## src/rtl/armt_pkg.sv

```systemverilog
`default_nettype none
package armt_pkg;

  localparam int TableEntriesDef = 32;

  // op codes
  localparam logic [2:0] OP_MAP    = 3'd0;
  localparam logic [2:0] OP_PROT   = 3'd1;
  localparam logic [2:0] OP_UNMAP  = 3'd2;
  localparam logic [2:0] OP_LOOKUP = 3'd3;
  localparam logic [2:0] OP_NEXT   = 3'd4;
  localparam logic [2:0] OP_CLEAR  = 3'd5;

  // status codes
  localparam logic [2:0] ST_OK      = 3'd0;
  localparam logic [2:0] ST_INVALID = 3'd1;
  localparam logic [2:0] ST_UNKNOWN = 3'd2;
  localparam logic [2:0] ST_FULL    = 3'd3;
  localparam logic [2:0] ST_MISS    = 3'd4;

  // one stored range
  typedef struct packed {
    logic [31:0] space;
    logic [63:0] start;
    logic [63:0] stop;
    logic [63:0] mbase;
    logic [63:0] msize;
    logic [7:0]  perms;
    logic [31:0] flags;
    logic [63:0] img;
  } ent_t;

  localparam int EntW = $bits(ent_t);

  // which record goes to the shadow bank
  typedef enum logic [2:0] {
    PC_ENT,
    PC_LEFT,
    PC_MID,
    PC_RIGHT,
    PC_NEW
  } piece_t;

  typedef enum logic [3:0] {
    S_IDLE,
    S_CHK,
    S_RD,
    S_EV,
    S_DEC,
    S_NEWA,
    S_ENT,
    S_LEFT,
    S_MID,
    S_RIGHT,
    S_NEWZ,
    S_FIN
  } state_t;

  typedef struct packed {
    logic   load;
    logic   inc_idx;
    logic   capture_ent;
    logic   capture_fnd;
    logic   wr;
    piece_t piece;
    logic   finish;
  } cmd_t;

  typedef struct packed {
    logic is_map;
    logic is_prot;
    logic is_walk_lkp;
    logic skip;
    logic at_end;
    logic other;
    logic has_left;
    logic has_right;
    logic nb;
    logic ins;
    logic out_free;
  } sts_t;

endpackage
`default_nettype wire

```

## src/rtl/armt_ctrl.sv

```systemverilog
`default_nettype none
module armt_ctrl
  import armt_pkg::*;
(
  input  wire logic clk,
  input  wire logic rst_n,
  input  wire logic in_valid,
  output logic      in_stall,
  input  wire sts_t sts,
  output cmd_t      cmd
);

  state_t state_r, state_nxt;

  // state register
  always_ff @(posedge clk) begin
    if (!rst_n) begin
      state_r <= S_IDLE;
    end else begin
      state_r <= state_nxt;
    end
  end

  // next state and commands
  always_comb begin
    state_nxt = state_r;
    cmd = '0;
    cmd.piece = PC_ENT;
    in_stall = (state_r != S_IDLE);
    unique case (state_r)
      S_IDLE: begin
        if (in_valid) begin
          cmd.load = 1'b1;
          state_nxt = S_CHK;
        end
      end
      S_CHK: begin
        state_nxt = sts.skip ? S_FIN : S_RD;
      end
      S_RD: begin
        if (!sts.at_end) begin
          state_nxt = S_EV;
        end else if (sts.is_map && !sts.ins) begin
          state_nxt = S_NEWZ;
        end else begin
          state_nxt = S_FIN;
        end
      end
      S_EV: begin
        cmd.capture_ent = 1'b1;
        state_nxt = S_DEC;
      end
      S_DEC: begin
        if (sts.is_walk_lkp) begin
          cmd.capture_fnd = 1'b1;
          cmd.inc_idx = 1'b1;
          state_nxt = S_RD;
        end else if (sts.other) begin
          state_nxt = (sts.is_map && !sts.ins && sts.nb) ? S_NEWA : S_ENT;
        end else if (sts.has_left) begin
          state_nxt = S_LEFT;
        end else if (sts.is_prot) begin
          state_nxt = S_MID;
        end else if (sts.has_right) begin
          state_nxt = (sts.is_map && !sts.ins) ? S_NEWA : S_RIGHT;
        end else begin
          cmd.inc_idx = 1'b1;
          state_nxt = S_RD;
        end
      end
      S_NEWA: begin
        cmd.wr = 1'b1;
        cmd.piece = PC_NEW;
        state_nxt = sts.other ? S_ENT : S_RIGHT;
      end
      S_ENT: begin
        cmd.wr = 1'b1;
        cmd.piece = PC_ENT;
        cmd.inc_idx = 1'b1;
        state_nxt = S_RD;
      end
      S_LEFT: begin
        cmd.wr = 1'b1;
        cmd.piece = PC_LEFT;
        if (sts.is_prot) begin
          state_nxt = S_MID;
        end else if (sts.has_right) begin
          state_nxt = (sts.is_map && !sts.ins) ? S_NEWA : S_RIGHT;
        end else begin
          cmd.inc_idx = 1'b1;
          state_nxt = S_RD;
        end
      end
      S_MID: begin
        cmd.wr = 1'b1;
        cmd.piece = PC_MID;
        if (sts.has_right) begin
          state_nxt = S_RIGHT;
        end else begin
          cmd.inc_idx = 1'b1;
          state_nxt = S_RD;
        end
      end
      S_RIGHT: begin
        cmd.wr = 1'b1;
        cmd.piece = PC_RIGHT;
        cmd.inc_idx = 1'b1;
        state_nxt = S_RD;
      end
      S_NEWZ: begin
        cmd.wr = 1'b1;
        cmd.piece = PC_NEW;
        state_nxt = S_FIN;
      end
      S_FIN: begin
        if (sts.out_free) begin
          cmd.finish = 1'b1;
          state_nxt = S_IDLE;
        end
      end
      default: begin
        state_nxt = S_IDLE;
      end
    endcase
  end

endmodule
`default_nettype wire

```

## config.mk

```make
export PLATFORM = sky130hd
export DESIGN_NAME = armt_ctrl
export DESIGN_NICKNAME = d
export VERILOG_FILES = /design/src/rtl/armt_pkg.sv /design/src/rtl/armt_ctrl.sv
export SDC_FILE = /design/constraint.sdc
export NUM_CORES = 1
export LEC_CHECK = 0
export ABC_AREA = 0
export ABC_CLOCK_PERIOD_IN_PS = 1450
export BUFFER_PORTS_ARGS = -buffer_cell sky130_fd_sc_hd__buf_2
export CELL_PAD_IN_SITES_DETAIL_PLACEMENT = 1
export CELL_PAD_IN_SITES_GLOBAL_PLACEMENT = 1
export CORE_MARGIN = 4
export CORE_UTILIZATION = 31
export DETAILED_ROUTE_END_ITERATION = 8
export PLACE_DENSITY = 0.83
export SLEW_MARGIN = 20
export SYNTH_ARGS = -nofsm -noshare
export SYNTH_HDL_FRONTEND = slang
export SYNTH_SLANG_ARGS = --single-unit
```

## constraint.sdc

```tcl
create_clock -name clk -period 1.45 [get_ports clk]
set_clock_uncertainty 0.05 [all_clocks]
set_input_delay 0 -clock clk [delete_from_list [all_inputs] [get_ports clk]]
set_output_delay 0 -clock clk [all_outputs]
set_load 0.01 [all_outputs]
```

==> reports/results.ini, run 1 <==
[drt]
vias = 723
drtIter0Drc = 7
drc = 0
first_pass_iters = 4
viasPerCell = 5.316
ant_nets = 0
wl_per_cell_um = 13.90
drt_wl_total_mm = 1.890

[timing]
period_needed_ns = 1.409
rsz0062_at_grt = yes
hold_viol = 0
worst_pin_slew_ns = 0.3524
fmax_ghz = 0.7096
fin_ws_ns = 0.04081
finalSetupViolations = 0
finalHoldWorstSlack_ns = 0.09072
drv_slew = 0
max_slew_margin_pct = 76.46
finalCritPeriodShare_pct = 97.19

[grt]
gr-total-overflow = 0
grt_start_max_net_pins = 13
first_global_vias = 728
grt_pass1_wl_mm = 3.222
gr-usage-all-layers_pct = 16.72
antenna_found_initial = 0

[worst_setup_path]
path_common_cell = a31oi_1
reg2reg_to = state_r[0]
r2r_slack_ns = 0.04
end_kind = flop
cp-startpoint = state_r[3]
path_max_fanout = 12
crit_path_end = state_r[0]
r2r-start = state_r[3]
setup.worst_path.class = reg2reg
worstPathRequired_ns = 1.56
critPathLaunchType = flop
max_stage_delay_ns = 0.51
slowest_stage = or4bb_1
rr_worst_depth = 4
cp.arrival_ns = 1.52
crit_chain = or4bb_1, a21oi_1, a31oi_1, a31oi_1

[clock_tree]
cts_setup_buffers = 0
htree_num_levels = 1
cts.sinks = 4
clk_path_buf_depth = 2
root_buffer = clkbuf_4
clkLatencyLatePin_ns = 0.24
cts_tree = yes
cts_buffers = 3
cts.reportedPaths.clkPinSlew_ns = 0.04

[floorplanning]
fp.dieW_um = 50.52
io_pins = 24
num_rows = 15
core_mm2 = 0.001727
start_util_pct = 32.46
die_height_um = 50.52
die_area_mm2 = 0.002552

[yosys]
synthMuxAreaShare_pct = 0
yosys.area_share.simple_pct = 49.55
synth.avg_cell_area_um2 = 6.836
synth_edf_count = 0
synthCells = 82
ys.warnings.count = 0
synth.distinct_cells = 33
synth_flop_cell = dfxtp_1
ys_ff_latch = 4
synth-compound-area-share_pct = 28.35
synth_adder_area_share_pct = 0
syn-num-nets = 96
synth-xor-area-share_pct = 0
synth_area_um2 = 560.5
synth-seq-area-share_pct = 14.29
synthArstFlopShare_pct = 0
synth_top_family_by_area = simple AND/OR/NAND/NOR gates

[power_and_ir_drop]
p_total_uw = 1061
power.leakage_uw = 0.0003407
power_density_mw_per_mm2 = 1321
ir_drop_uv = 541.2

[status]
outcome = finished, final reports clean

[layout]
regArea_um2 = 88.84
drive_gt1_share_pct = 37.84
antennaDiodeCount = 0
top_regs = state_r (4)
n_fill_cell = 243
final_common_cell = buf_2
utilization_pct = 46.52
multiInputGateArea_um2 = 461.7
regMostFlops = state_r
largest_reg_flops = 4
syn2layout_area_growth_pct = 43.30
mostFrequentLayoutCells = buf_2 (22), nand2_1 (8), buf_4 (8)
fin_nets = 127

[placed_design]
gp_congestion = 0.8405
dp_hpwl_mm = 1.475
io_buffers = 23
dp_slack_ns = 0.01300

[worst_hold_path]
hold_path.class = in2reg

[job]
max_cap_violations = 0

[per-layer routing]
layer  GRT usage [%]  share of wire, %  vias up
li1                -                 -      361
met1           21.29                46      330
met2           26.96                48       30
met3           2.967               5.0        2
met4           8.072              0.85        0
met5               0                 0        -
[synth_stat cells, types with 3 or more instances]
master    count  area, um^2
a21oi_1       5       25.02
dfxtp_1       4       80.08
nor2_1        7       26.28
nor3_1        4       20.02
a31oi_1       7       43.79
nand3_1       3       15.01
nor2b_1       6       37.54
o21ai_0       4       20.02
nand2_1       8       30.03
nand3b_1      3       22.52
nand2b_1      5       31.28
[area by class of cell]
cell class / count / area share [%]
clock buffer: 3 / 2.804
sequential: 4 / 11.06
inverter: 2 / 0.9346
multi-input combinational: 70 / 57.48
tap: 25 / 3.894
timing repair buffer: 32 / 23.83
[where the power goes]
part / internal, uW / switching, uW / total [uW]
Combinational: 313 / 355 / 668
Clock: 92.5 / 44.8 / 137
Sequential: 162 / 93.5 / 255
[per-stage QoR]
step                area [um^2]  setup TNS [ns]  cells
detailed placement        730.7               0    132
finish                    803.3               0    136
global placement          730.7               0    132
floorplan                 560.5               0     82
global route              803.3        -0.06947    136
CTS                       772.0               0    136
[worst min-delay path by stage]
stage                       from    endpoint  slack, ns  cells past startpoint
after floorplan           sts[0]      cmd[0]       0.05                      2
after global placement     rst_n  state_r[2]       0.22                      2
after detailed placement   rst_n  state_r[2]       0.23                      2
after CTS                 sts[9]  state_r[3]       0.09                      3
after global routing      sts[9]  state_r[3]       0.12                      3
final                     sts[9]  state_r[3]       0.09                      3
[critical path, delay by kind of cell (launching register included)]
kind | cells | cell delay, ns
flip-flops | 1 | 0.38
AO/OA/AOI/OAI | 3 | 0.39
AND/OR/NAND/NOR | 1 | 0.51
[cell families (layout without fill, tap and decap cells)]
| logic type | Yosys count | after routing |
|---|---|---|
| and+or+nand+nor | 46 | 46 |
| DFF | 4 | 4 |
| AOI/OAI and AO/OA | 24 | 24 |
| buffers and inverters | 8 | 37 |
[repair_timing]
action / in CTS / in global routing
gates resized for setup: 3 / 8
hold endpoints to repair: 3 / 0
pin swaps: 0 / 1
hold buffers: 1 / 0
endpoints found under the setup margin: 5 / 4
Note: power is estimated with default switching activity, not from simulation.
==> run 2, diff against run 1 <==
- REMOVE_ABC_BUFFERS: not set -> 1
==> run 2 against run 1 <==
Compared with the run above:
- core utilization increased by 0.94 points
- design area increased by 2.0%
- final cell count increased by 2.2%
- total power increased by 9.7%
- sequential power about the same
- sequential share of layout area decreased by 0.067 points
- die area unchanged
- wire length increased by 13%
- maximum frequency increased by 1.3%
- global-route usage increased by 0.36 points
- critical path type is now reg2out
==> reports/results.ini, run 2 (synthesized netlist as in run 1, its figures left out) <==
[status]
outcome = finished, final reports clean

[placed_design]
io_buffers = 23
place_inst = 131
postPlaceCellArea_um2 = 735.7
dp_hpwl_mm = 1.560
gp_congestion = 0.8166

[worst_setup_path]
path_max_fanout = 10
end_kind = output port
setup.worst_path.class = reg2out
worstPathRequired_ns = 1.40
max_stage_delay_ns = 0.37
reg2reg_to = state_r[0]
cp.arrival_ns = 1.34
r2r_slack_ns = 0.06
crit_chain = nand2b_1, buf_4, nor2_1, a21oi_1, nor2b_1, buf_2
slowest_stage = dfxtp_2
rr_worst_depth = 4
r2r-start = state_r[3]
critPathLaunchType = flop

[drt]
drt_wl_total_mm = 2.132
first_pass_iters = 4
vias = 753
wl_per_cell_um = 15.34
drtIter0Drc = 10
ant_nets = 0
drc = 0
viasPerCell = 5.417

[layout]
final_common_cell = buf_2
stdcell_area_um2 = 819.5
mostFrequentLayoutCells = buf_2 (23), buf_4 (10), nand2_1 (8)
antennaDiodeCount = 0
n_fill_cell = 251
top_regs = state_r (4)
syn2layout_area_growth_pct = 46.21
fin_nets = 130
largest_reg_flops = 4
utilization_pct = 47.46
final_cells = 139
regMostFlops = state_r
drive_gt1_share_pct = 39.47

[timing]
worst_pin_slew_ns = 0.3467
hold_viol = 0
fmax_ghz = 0.7191
max_slew_margin_pct = 76.84
finalCritPeriodShare_pct = 95.91
drv_slew = 0
period_needed_ns = 1.391
finalSetupViolations = 0
rsz0062_at_grt = yes
setup-tns-final_ns = 0

[floorplanning]
io_pins = 24
die_area_mm2 = 0.002552
core_mm2 = 0.001727
start_util_pct = 32.46
num_rows = 15
fp.dieW_um = 50.52
die_height_um = 50.52

[clock_tree]
cts.sinks = 4
root_buffer = clkbuf_4
cts.reportedPaths.clkPinSlew_ns = 0.05
clk_path_buf_depth = 2
cts_tree = yes
htree_num_levels = 1
clkLatencyLatePin_ns = 0.25
cts_buffers = 3

[grt]
grt_start_max_net_pins = 17
gr-total-overflow = 0
gr-usage-all-layers_pct = 17.08
antenna_found_initial = 0
grt_pass1_wl_mm = 3.367
first_global_vias = 729

[power_and_ir_drop]
ir_drop_uv = 473.1
p_total_uw = 1164
power.leakage_uw = 0.0003543
power_density_mw_per_mm2 = 1420

[job]
max_cap_violations = 0

[worst_hold_path]
hold_start = in_valid
holdPathEnd = state_r[0]
hold_depth = 3
hold_path.class = in2reg

## run 2: metal layers
layer	vias to the layer above	global-route usage (%)	wire length (um)
li1	368	-	-
met3	3	2.077	90
met1	354	19.82	878
met5	-	0	0
met2	28	31.96	1137
met4	0	5.381	25
## run 2: area by class of cell
class                      count  area [um^2]  share of cell area (%)
sequential                     4        90.09                   10.99
tap                           25        31.28                   3.817
multi-input combinational     70        447.9                   54.66
timing repair buffer          35        220.2                   26.87
clock buffer                   3        22.52                   2.748
inverter                       2        7.507                  0.9160
## run 2: worst max-delay path by stage
stage | start | end | slack (ns) | cells after the start
after floorplan | state_r[2] | state_r[0] | -0.02 | 4
after global placement | state_r[0] | state_r[0] | 0.05 | 4
after detailed placement | state_r[0] | state_r[3] | -0.03 | 5
after CTS | state_r[0] | cmd[7] | 0.01 | 6
after global routing | state_r[1] | cmd[1] | -0.04 | 6
final | state_r[1] | cmd[1] | 0.06 | 6
## run 2: what timing repair did
| item | 4_1_cts | 5_1_grt |
|---|---|---|
| pin swaps | 0 | 3 |
| endpoints found under the hold margin | 3 | 0 |
| resized for setup | 5 | 6 |
| endpoints found under the setup margin | 7 | 7 |
| setup buffers | 0 | 4 |
| hold buffers | 1 | 0 |
## run 2: where the power goes
group	internal, uW	switching [uW]
sequential	165	87.8
clock	93.8	63.1
combinational	361	393
total	620	544
## run 2: stage by stage
stage	hold WS, ns	setup WS (ns)
after floorplan	0.05260	-0.01767
after detailed placement	0.2257	-0.03407
after global placement	0.2252	0.04579
after global routing	0.08052	-0.04031
final	0.07050	0.05930
after CTS	0.07757	0.01025
## run 2: worst max-delay path, delay by kind of cell, from the launching register on
| family | cells | cell delay (ns) |
|---|---|---|
| AND/OR/NAND/NOR | 3 | 0.39 |
| buffers and inverters | 2 | 0.28 |
| flip-flops | 1 | 0.37 |
| AO/OA/AOI/OAI | 1 | 0.05 |
==> run 3, diff against run 2 <==
==> constraint.sdc (replaced) <==
create_clock -name clk -period 1.45 [get_ports clk]
set_clock_uncertainty 0.05 [all_clocks]
set_input_delay 0.145 -clock clk [delete_from_list [all_inputs] [get_ports clk]]
set_output_delay 0.145 -clock clk [all_outputs]
set_load 0.01 [all_outputs]
==> run 3 against run 2 <==
Compared with the run above:
- global-route usage increased by 2.0 points
- maximum frequency decreased by 8.4%
- register-to-register slack got worse by 0.099 ns
- die area unchanged
- critical endpoint is now cmd[7]
- the flow now finishes with violations (setup timing)
- sequential power decreased by 2%
- highest routed layer unchanged
- clock power decreased by 7%
- combinational power increased by 20%
- sequential share of layout area decreased by 1.0 points
- setup slack got worse by 0.13 ns
==> reports/results.ini, run 3 (synthesized netlist as in run 1, its figures left out) <==
[grt]
grt_start_max_net_pins = 11
antenna_found_initial = 0
gr-total-overflow = 0
first_global_vias = 826
gr-usage-all-layers_pct = 19.06
grt_pass1_wl_mm = 3.753

[drt]
vias = 797
drtIter0Drc = 11
wl_met2_mm = 1.324
drc = 0
first_pass_iters = 4
met3_wirelength_um = 117
m1WireLength_um = 956
drt_wl_total_mm = 2.445
top_layer = met4
viasPerCell = 5.573
ant_nets = 0
wl_per_cell_um = 17.10

[layout]
regArea_um2 = 92.59
n_fill_cell = 238
top_regs = state_r (4)
final_common_cell = buf_2
multiInputGateArea_um2 = 513.0
antennaDiodeCount = 0
largest_reg_flops = 4
drive_gt1_share_pct = 53.39
syn2layout_area_growth_pct = 65.40
mostFrequentLayoutCells = buf_2 (22), buf_4 (12), nand2_1 (7)
regMostFlops = state_r
fin_nets = 134
utilization_pct = 53.70

[job]
max_cap_violations = 0

[clock_tree]
clk_path_buf_depth = 2
holdBufCountCts = 0
cts_buffers = 3
htree_num_levels = 1
cts_tree = yes
cts.reportedPaths.clkPinSlew_ns = 0.04
root_buffer = clkbuf_4
clkLatencyLatePin_ns = 0.25
cts.sinks = 4

[timing]
finalCritPeriodShare_pct = 104.7
period_needed_ns = 1.518
hold_viol = 0
fin_ws_ns = -0.06794
worst_pin_slew_ns = 0.3358
drv_slew = 0
rsz0062_at_grt = yes
max_slew_margin_pct = 77.57
finalSetupViolations = 5
fmax_ghz = 0.6588

[status]
outcome = finished with violations
violations = setup timing

[power_and_ir_drop]
ir_drop_uv = 531.7
power_density_mw_per_mm2 = 1401
power.leakage_uw = 0.0003876

[placed_design]
gp_congestion = 0.8292
dp_hpwl_mm = 1.639
io_buffers = 23
dp_slack_ns = -0.05037

[worst_setup_path]
cp-startpoint = state_r[0]
path_max_fanout = 5
critPathLaunchType = flop
worstPathRequired_ns = 1.25
cp.arrival_ns = 1.32
setup.worst_path.class = reg2out
end_kind = output port
r2r-start = state_r[1]

[worst_hold_path]
hold_start = rst_n
hold_path.class = in2reg

[floorplanning]
fp.dieW_um = 50.52
io_pins = 24
core_mm2 = 0.001727
start_util_pct = 32.46
die_height_um = 50.52
num_rows = 15
die_area_mm2 = 0.002552

run 3: final cells by class:
class,instances,area share [%]
Multi-Input combinational cell,70,55.33
Timing Repair Buffer,39,27.67
Inverter,2,1.215
Sequential cell,4,9.987
Clock buffer,3,2.429
Tap cell,25,3.374
run 3: per-layer routing:
metal	global-route usage, %	vias to the layer above
met5	0	-
li1	-	379
met2	36.74	35
met4	4.036	0
met3	3.858	8
met1	21.11	375
run 3: repair_timing:
action	4_1_cts	5_1_grt
setup endpoints to repair	11	11
setup buffers	7	3
pin swaps	3	7
gates cloned	0	0
hold endpoints to repair	0	0
resized for setup	15	19
run 3: final timing paths:
path	end	slack [ns]	cells after the start
worst max register to register	state_r[1]	-0.04	7
worst max-delay path	cmd[7]	-0.07	5
worst min-delay path	state_r[2]	0.11	2
worst min register to register	state_r[3]	0.63	3
run 3: report_power, final:
group	leakage (uW)	switching, uW	internal [uW]
combinational	0.000339	483	421
sequential	0.0000353	81.5	168
clock	0.0000138	52.9	93.1
total	0.000388	618	682
run 3: worst max-delay path: stages, from the launching register on:
cell and delay [ns]:
dfxtp_4 0.36, nor4b_4 0.29, buf_4 0.17, o21ai_1 0.06
nand2_1 0.06, buf_2 0.12
run 3: through the flow:
step / cells / TNS [ns] / total power, uW / instance area, um^2 / hold slack (ns)
after floorplan: 76 / -0.01767 / 587.6 / 524.3 / 0.2229
after global placement: 130 / 0 / 835.2 / 715.7 / 0.3708
after detailed placement: 130 / -0.05037 / 862.6 / 715.7 / 0.3712
after CTS: 140 / -0.1363 / 1156 / 837.1 / 0.1179
after global routing: 143 / -0.7350 / 1395 / 927.1 / 0.1124
final: 143 / -0.2214 / 1299 / 927.1 / 0.1129
